[src/sv/csmi_pkg.sv]
package csmi_pkg;

   // grid and column geometry
   localparam int GRID_X      = 64;
   localparam int GRID_Z      = 64;
   localparam int MAX_SPANS   = 8;
   localparam int HEIGHT_BITS = 13;

   // field widths of the words
   localparam int COORD_W = 6;
   localparam int AREA_W  = 8;
   localparam int COUNT_W = 4;

   // derived sizes
   localparam int NUM_COLS   = GRID_X * GRID_Z;
   localparam int COL_W      = $clog2(NUM_COLS);
   localparam int SPAN_DEPTH = NUM_COLS * MAX_SPANS;
   localparam int SPAN_AW    = $clog2(SPAN_DEPTH);
   localparam int FILL_W     = $clog2(MAX_SPANS + 1);
   localparam int N_W        = $clog2(MAX_SPANS + 2);
   localparam int BUF_DEPTH  = MAX_SPANS + 1;
   localparam int BUF_W      = $clog2(BUF_DEPTH);

   typedef enum logic {
      MODE_ADD  = 1'b0,
      MODE_READ = 1'b1
   } mode_type;

   typedef enum logic [1:0] {
      ST_DONE  = 2'd0,
      ST_DROP  = 2'd1,
      ST_SPAN  = 2'd2,
      ST_EMPTY = 2'd3
   } status_type;

   typedef struct packed {
      mode_type                 mode;
      logic [COORD_W-1:0]       cell_x;
      logic [COORD_W-1:0]       cell_z;
      logic [HEIGHT_BITS-1:0]   new_bottom;
      logic [HEIGHT_BITS-1:0]   new_top;
      logic [AREA_W-1:0]        new_area;
   } req_type;

   typedef struct packed {
      status_type               status;
      logic [HEIGHT_BITS-1:0]   span_bottom;
      logic [HEIGHT_BITS-1:0]   span_top;
      logic [AREA_W-1:0]        span_area;
      logic [COUNT_W-1:0]       span_count;
      logic                     last;
   } rsp_type;

   typedef struct packed {
      logic [HEIGHT_BITS-1:0]   bottom;
      logic [HEIGHT_BITS-1:0]   top;
      logic [AREA_W-1:0]        area;
   } span_type;

   typedef enum logic [1:0] {
      PH_BELOW,
      PH_ABSORB,
      PH_REST
   } phase_type;

   typedef enum logic [1:0] {
      RK_ADD,
      RK_SPAN,
      RK_EMPTY
   } rsp_kind_type;

   typedef enum logic [3:0] {
      S_CLEAR,
      S_IDLE,
      S_FILL,
      S_ADD_WALK,
      S_ADD_END,
      S_ADD_CHK,
      S_ADD_WB,
      S_RD_ISSUE,
      S_RD_EMIT,
      S_EMIT_ADD,
      S_EMIT_EMPTY
   } state_type;

   // controller to datapath
   typedef struct packed {
      logic         load_item;
      logic         clr_en;
      logic         span_rd;
      logic         walk;
      logic         finish;
      logic         wb;
      logic         rsp_load;
      rsp_kind_type rsp_kind;
   } cmd_type;

   // datapath to controller
   typedef struct packed {
      logic     clr_done;
      logic     outside;
      mode_type mode;
      logic     fill_zero;
      logic     rd_more;
      logic     rd_last;
      logic     full;
      logic     wb_last;
      logic     out_free;
   } sts_type;

   // column number of a grid cell
   function automatic logic [COL_W-1:0] col_index(logic [COORD_W-1:0] cx,
                                                  logic [COORD_W-1:0] cz);
      return COL_W'(int'(cz) * GRID_X + int'(cx));
   endfunction

   // span store address of a column slot
   function automatic logic [SPAN_AW-1:0] span_addr(logic [COL_W-1:0] col,
                                                    logic [FILL_W-1:0] idx);
      return SPAN_AW'(int'(col) * MAX_SPANS + int'(idx));
   endfunction

endpackage

[src/sv/csmi_ctrl.sv]
module csmi_ctrl (
   input  logic               clock,
   input  logic               reset,
   input  logic               req_valid,
   output logic               req_ready,
   input  csmi_pkg::sts_type  sts,
   output csmi_pkg::cmd_type  cmd
);

   csmi_pkg::state_type state_ff;
   csmi_pkg::state_type state_in;

   // state register
   always_ff @(posedge clock) begin
      if (reset) begin
         state_ff <= csmi_pkg::S_CLEAR;
      end else begin
         state_ff <= state_in;
      end
   end

   // next state and commands
   always_comb begin
      state_in     = state_ff;
      cmd          = '0;
      cmd.rsp_kind = csmi_pkg::RK_ADD;
      req_ready    = 1'b0;
      unique case (state_ff)
         csmi_pkg::S_CLEAR: begin
            cmd.clr_en = 1'b1;
            if (sts.clr_done) begin
               state_in = csmi_pkg::S_IDLE;
            end
         end
         csmi_pkg::S_IDLE: begin
            req_ready = 1'b1;
            if (req_valid) begin
               cmd.load_item = 1'b1;
               state_in      = csmi_pkg::S_FILL;
            end
         end
         csmi_pkg::S_FILL: begin
            priority if (sts.outside) begin
               state_in = (sts.mode == csmi_pkg::MODE_READ) ? csmi_pkg::S_EMIT_EMPTY
                                                            : csmi_pkg::S_EMIT_ADD;
            end else if (sts.fill_zero) begin
               state_in = (sts.mode == csmi_pkg::MODE_READ) ? csmi_pkg::S_EMIT_EMPTY
                                                            : csmi_pkg::S_ADD_END;
            end else begin
               cmd.span_rd = 1'b1;
               state_in = (sts.mode == csmi_pkg::MODE_READ) ? csmi_pkg::S_RD_EMIT
                                                            : csmi_pkg::S_ADD_WALK;
            end
         end
         csmi_pkg::S_ADD_WALK: begin
            cmd.walk = 1'b1;
            if (sts.rd_more) begin
               cmd.span_rd = 1'b1;
            end else begin
               state_in = csmi_pkg::S_ADD_END;
            end
         end
         csmi_pkg::S_ADD_END: begin
            cmd.finish = 1'b1;
            state_in   = csmi_pkg::S_ADD_CHK;
         end
         csmi_pkg::S_ADD_CHK: begin
            state_in = sts.full ? csmi_pkg::S_EMIT_ADD : csmi_pkg::S_ADD_WB;
         end
         csmi_pkg::S_ADD_WB: begin
            cmd.wb = 1'b1;
            if (sts.wb_last) begin
               state_in = csmi_pkg::S_EMIT_ADD;
            end
         end
         csmi_pkg::S_RD_ISSUE: begin
            cmd.span_rd = 1'b1;
            state_in    = csmi_pkg::S_RD_EMIT;
         end
         csmi_pkg::S_RD_EMIT: begin
            if (sts.out_free) begin
               cmd.rsp_load = 1'b1;
               cmd.rsp_kind = csmi_pkg::RK_SPAN;
               state_in = sts.rd_last ? csmi_pkg::S_IDLE : csmi_pkg::S_RD_ISSUE;
            end
         end
         csmi_pkg::S_EMIT_ADD: begin
            if (sts.out_free) begin
               cmd.rsp_load = 1'b1;
               cmd.rsp_kind = csmi_pkg::RK_ADD;
               state_in     = csmi_pkg::S_IDLE;
            end
         end
         csmi_pkg::S_EMIT_EMPTY: begin
            if (sts.out_free) begin
               cmd.rsp_load = 1'b1;
               cmd.rsp_kind = csmi_pkg::RK_EMPTY;
               state_in     = csmi_pkg::S_IDLE;
            end
         end
         default: begin
            state_in = csmi_pkg::S_CLEAR;
         end
      endcase
   end

   // an accepted word always goes on to the fill lookup
   a_accept_to_fill: assert property (@(posedge clock) disable iff (reset)
      (req_valid && req_ready) |=> (state_ff == csmi_pkg::S_FILL))
      else $error("accepted word did not start fill lookup");

   // no word is taken during the column clear after reset
   a_no_accept_in_clear: assert property (@(posedge clock) disable iff (reset)
      cmd.clr_en |-> !cmd.load_item)
      else $error("word accepted during column clear");

endmodule

[config.mk]
export PLATFORM = sky130hd
export DESIGN_NAME = csmi_ctrl
export DESIGN_NICKNAME = d
export VERILOG_FILES = /design/src/sv/csmi_pkg.sv /design/src/sv/csmi_ctrl.sv
export SDC_FILE = /design/constraint.sdc
export NUM_CORES = 1
export LEC_CHECK = 0
export BUFFER_PORTS_ARGS = -buffer_cell sky130_fd_sc_hd__buf_2
export CORE_AREA = 8 8 45 47
export DETAILED_ROUTE_END_ITERATION = 16
export DIE_AREA = 0 0 53 55
export PLACE_DENSITY = 0.71
export SLEW_MARGIN = 10
export SYNTH_ARGS = -nofsm -noshare
export SYNTH_HDL_FRONTEND = slang
export SYNTH_SLANG_ARGS = --single-unit
[constraint.sdc]
create_clock -name clock -period 1.9 [get_ports clock]
set_clock_uncertainty 0.05 [all_clocks]
set_input_delay 0.57 -clock clock [delete_from_list [all_inputs] [get_ports clock]]
set_output_delay 0.57 -clock clock [all_outputs]
set_load 0.1 [all_outputs]
==> metrics.md <==
| Metric | Value |
|---|---|
| Peak clock frequency supported by timing | `0.5307 GHz` |
| # DRC | `0` |
| Hold Violations, Final | `0` |
| Via count | `651` |
| Number of flops mapped to enable cells by yosys | `0` |
| Number of global-route vias before repair | `694` |
| Worst-case reg-to-reg path depth | `6` |
| Cell leakage power | `0.3902 nW` |
| Kind of cell adding the most delay to the critical path | `flip-flops` |
| Per-instance average area after synthesis | `7.302 sq um` |
| Minimum clock period | `1.884 ns` |
| Unrepaired setup endpoints after global routing | `true` |
| Average detailed-routed wire length per instance | `15.18 microns` |
| Total wirelength of the detailed-routed design | `1761 microns` |
| Layout overhead on the synthesized area | `92.72%` |
| Outcome | `complete, no violations` |
| Sequential cell area in the final layout | `95.09 sq um` |
| Clk Latency, worst-skew pair | `0.24 ns` |
| Cell area after synthesis | `533.0 sq um` |
| Slowest stage delay, CP | `0.36 ns` |
| Synth area leaders | `dfxtp_1 15%, nor2_1 5.6%, o311ai_4 4.9%` |
| Cell with the largest stage delay on the worst path | `dfxtp_4` |
| Total die area | `0.002915 sq mm` |
| Depth of the CTS H-tree | `1` |
| Largest register by flop count | `state_ff` |
| Core Area | `0.001384 sq mm` |
| Vias per inst | `5.612` |
| Final design instance area without fill | `0.001027 sq mm` |
| Final net count | `116` |
| Arrival time of data at the critical path endpoint | `1.26 ns` |
| Number of flip-flops under the largest register name | `4` |
| Number of antenna repair diodes | `0` |
| Sink Count | `4` |
| Proportion of layout cells with a drive suffix above 1 | `62.00%` |
| List of cells traversed by the critical path | `buf_6 -> nor4_4 -> buf_12` |
| Root Driver | `clkbuf_4` |
| Sum of net half-perimeters after detailed placement | `1390 microns` |
| Maximum Capacitance Violations | `0` |
| Slew @ Worst Pin | `0.3425 ns` |
| Post-synthesis sequential area ratio | `15.02%` |
| Leading cell type by number of instances after synthesis | `nor2_1` |
| Clock buffers created by TritonCTS | `3` |
| Required time at the endpoint of the critical path | `1.28 ns` |
| Number of warning messages in the yosys log | `0` |
| Overall fraction of global-route tracks in use | `13.76%` |
| Worst R2R Start | `state_ff[2]` |
| Drt first-iter violations | `8` |
| Synth Register Bits | `4` |
| Die Ht | `55 microns` |
| Clock transition time at the flip-flop clock pins of the worst setup and hold paths | `0.04 ns` |
| Classification of the worst-slack hold path | `in -> reg` |
| Relative slew slack | `77.11%` |
| Start point of the worst min-delay path | `reset` |
| Pin count of the biggest net entering global routing | `11` |
| Post-place instance area | `950.9 sq um` |
| Setup slack after layout | `0.01552 ns` |
| Net count after synthesis | `87` |
| Post-synthesis async set-or-reset flop share | `0%` |
| Kind of end point of the critical path | `primary output` |
| Fraction of synthesized cell area taken by the top area cell type | `15.02%` |
| Total power | `1.453 mW` |
| Number of max-slew violations in the final report | `0` |
| Ports placed on the boundary | `22` |
| Count of buffers from port buffering | `21` |
| Number of cells produced by synthesis | `73` |
| Setup Crit Path Kind | `reg -> out` |
| Horizontal extent of the die | `53 microns` |
| Count of filler cells inserted in the layout | `90` |
| Highest fanout seen on the critical path | `6` |
| Hold worst-path end | `state_ff[3]` |
| Setup-failing EPs final | `0` |
| WHS Path Cells | `2` |
| Worst reg-to-reg setup slack | `0.30 ns` |
| Maximum root-to-sink buffer count | `2` |
| Number of distinct library cells after synthesis | `36` |
| Portion of the clock cycle consumed by the worst path in the final layout | `99.18%` |
| Biggest registers after layout | `state_ff x4` |
| Worst Hold Margin | `0.4823 ns` |
| Hold buffer count at cts | `0` |
| Overall overflow remaining after global route | `0` |
| Initial Util | `38.52%` |
| Startpoint type of the worst setup path | `flop` |
| Predominant post-synthesis flop cell | `dfxtp_1` |
| Wire length of the first global-routing pass | `3070 microns` |
| Worst reg2reg endpoint | `state_ff[1]` |
| Pre-Repair DR Iteration Count | `4` |
| Dominant cell type by area after synthesis | `dfxtp_1` |
| Number of placement rows | `14` |
| TritonCTS clock tree | `done` |
| Last weighted congestion value of the routability-driven placer | `0.8532` |
| Total stage count of the critical path | `3` |
| Post-route antenna net violation count | `0` |
| Total area of multi-input combinational cells | `525.5 sq um` |
| Total power density per cell area | `1414 mW/mm^2` |
| Critical path buffers and inverters | `2` |
| Non-filler instance count after layout | `116` |
| Worst slack at placement | `-0.02074 ns` |
| VDD IR max | `0.9596 mV` |
| Most numerous cell types in the synthesized netlist | `8 x nor2_1, 5 x a21oi_1, 5 x inv_1` |
| Number of antenna violations at the first check in global routing | `0` |
| Placed cell count | `110` |
-- how the worst max path moves through the flow --
stage,startpoint,end,slack (ns)
floorplan,req_valid,cmd[8],-0.39
detailed placement,req_valid,cmd[8],-0.02
global route,state_ff[1],cmd[8],-0.02
finish,state_ff[1],cmd[8],0.02
global placement,req_valid,cmd[8],-0.01
CTS,state_ff[1],cmd[8],0.0004
-- power breakdown --
group          switching [mW]  internal [mW]  total, mW  leakage [nW]
Clock                  0.0398         0.0710      0.111        0.0138
Combinational           0.691          0.448       1.14         0.341
Sequential             0.0798          0.123      0.203        0.0356
Total                   0.811          0.642       1.45         0.390
-- final cells by class --
type	instances	area share [%]
Clock buffer	3	2.192
Sequential cell	4	9.257
Timing Repair Buffer	29	31.67
Multi-Input combinational cell	57	51.16
Tap cell	16	1.949
Inverter	7	3.776
-- stage by stage --
stage	util, %	TNS, ns
after floorplan	-	-0.9730
after global placement	68.72	-0.009669
after detailed placement	68.72	-0.02074
after CTS	74.23	0
after global routing	74.23	-0.01969
final	74.23	0
-- metal layers --
layer / global-route usage (%) / vias to the layer above / share of wire (%)
met5: 0 / - / 0
li1: - / 322 / -
met4: 6.466 / 0 / 1.8
met3: 3.209 / 4 / 4.8
met1: 15.76 / 303 / 41
met2: 23.63 / 22 / 53
-- placed cells by master (no fill, tap or decap), types with 3 or more instances in the layout --
cell type	n
clkbuf_4	3
buf_2	10
buf_12	10
a21oi_1	4
nor2_1	3
buf_4	7
nor2_4	5
dfxtp_4	4
a31oi_1	4
inv_2	4
-- worst reg2reg max path, stage by stage (launching register included) --
cell and delay, ns:
dfxtp_4 0.38, buf_4 0.18, nor4b_2 0.38, a31oi_1 0.08, o32ai_1 0.14, nor2_1 0.07, a211oi_1 0.22
-- kinds of logic after synthesis --
family                     count (synthesis)  synth area share (%)
muxes                                      1                 1.878
and+or+nand+nor                           31                 34.04
adders and majority gates                  2                 4.694
buffers and inverters                     12                 11.74
DFF                                        4                 15.02
AOI/OAI and AO/OA                         23                 32.63
-- what timing repair did --
action | CTS | global route
gates resized for setup | 10 | 1
setup endpoints to repair | 9 | 4
pin swaps | 1 | 6
buffers inserted | 3 | 0
No activity file was read; power rests on OpenSTA's default activity.
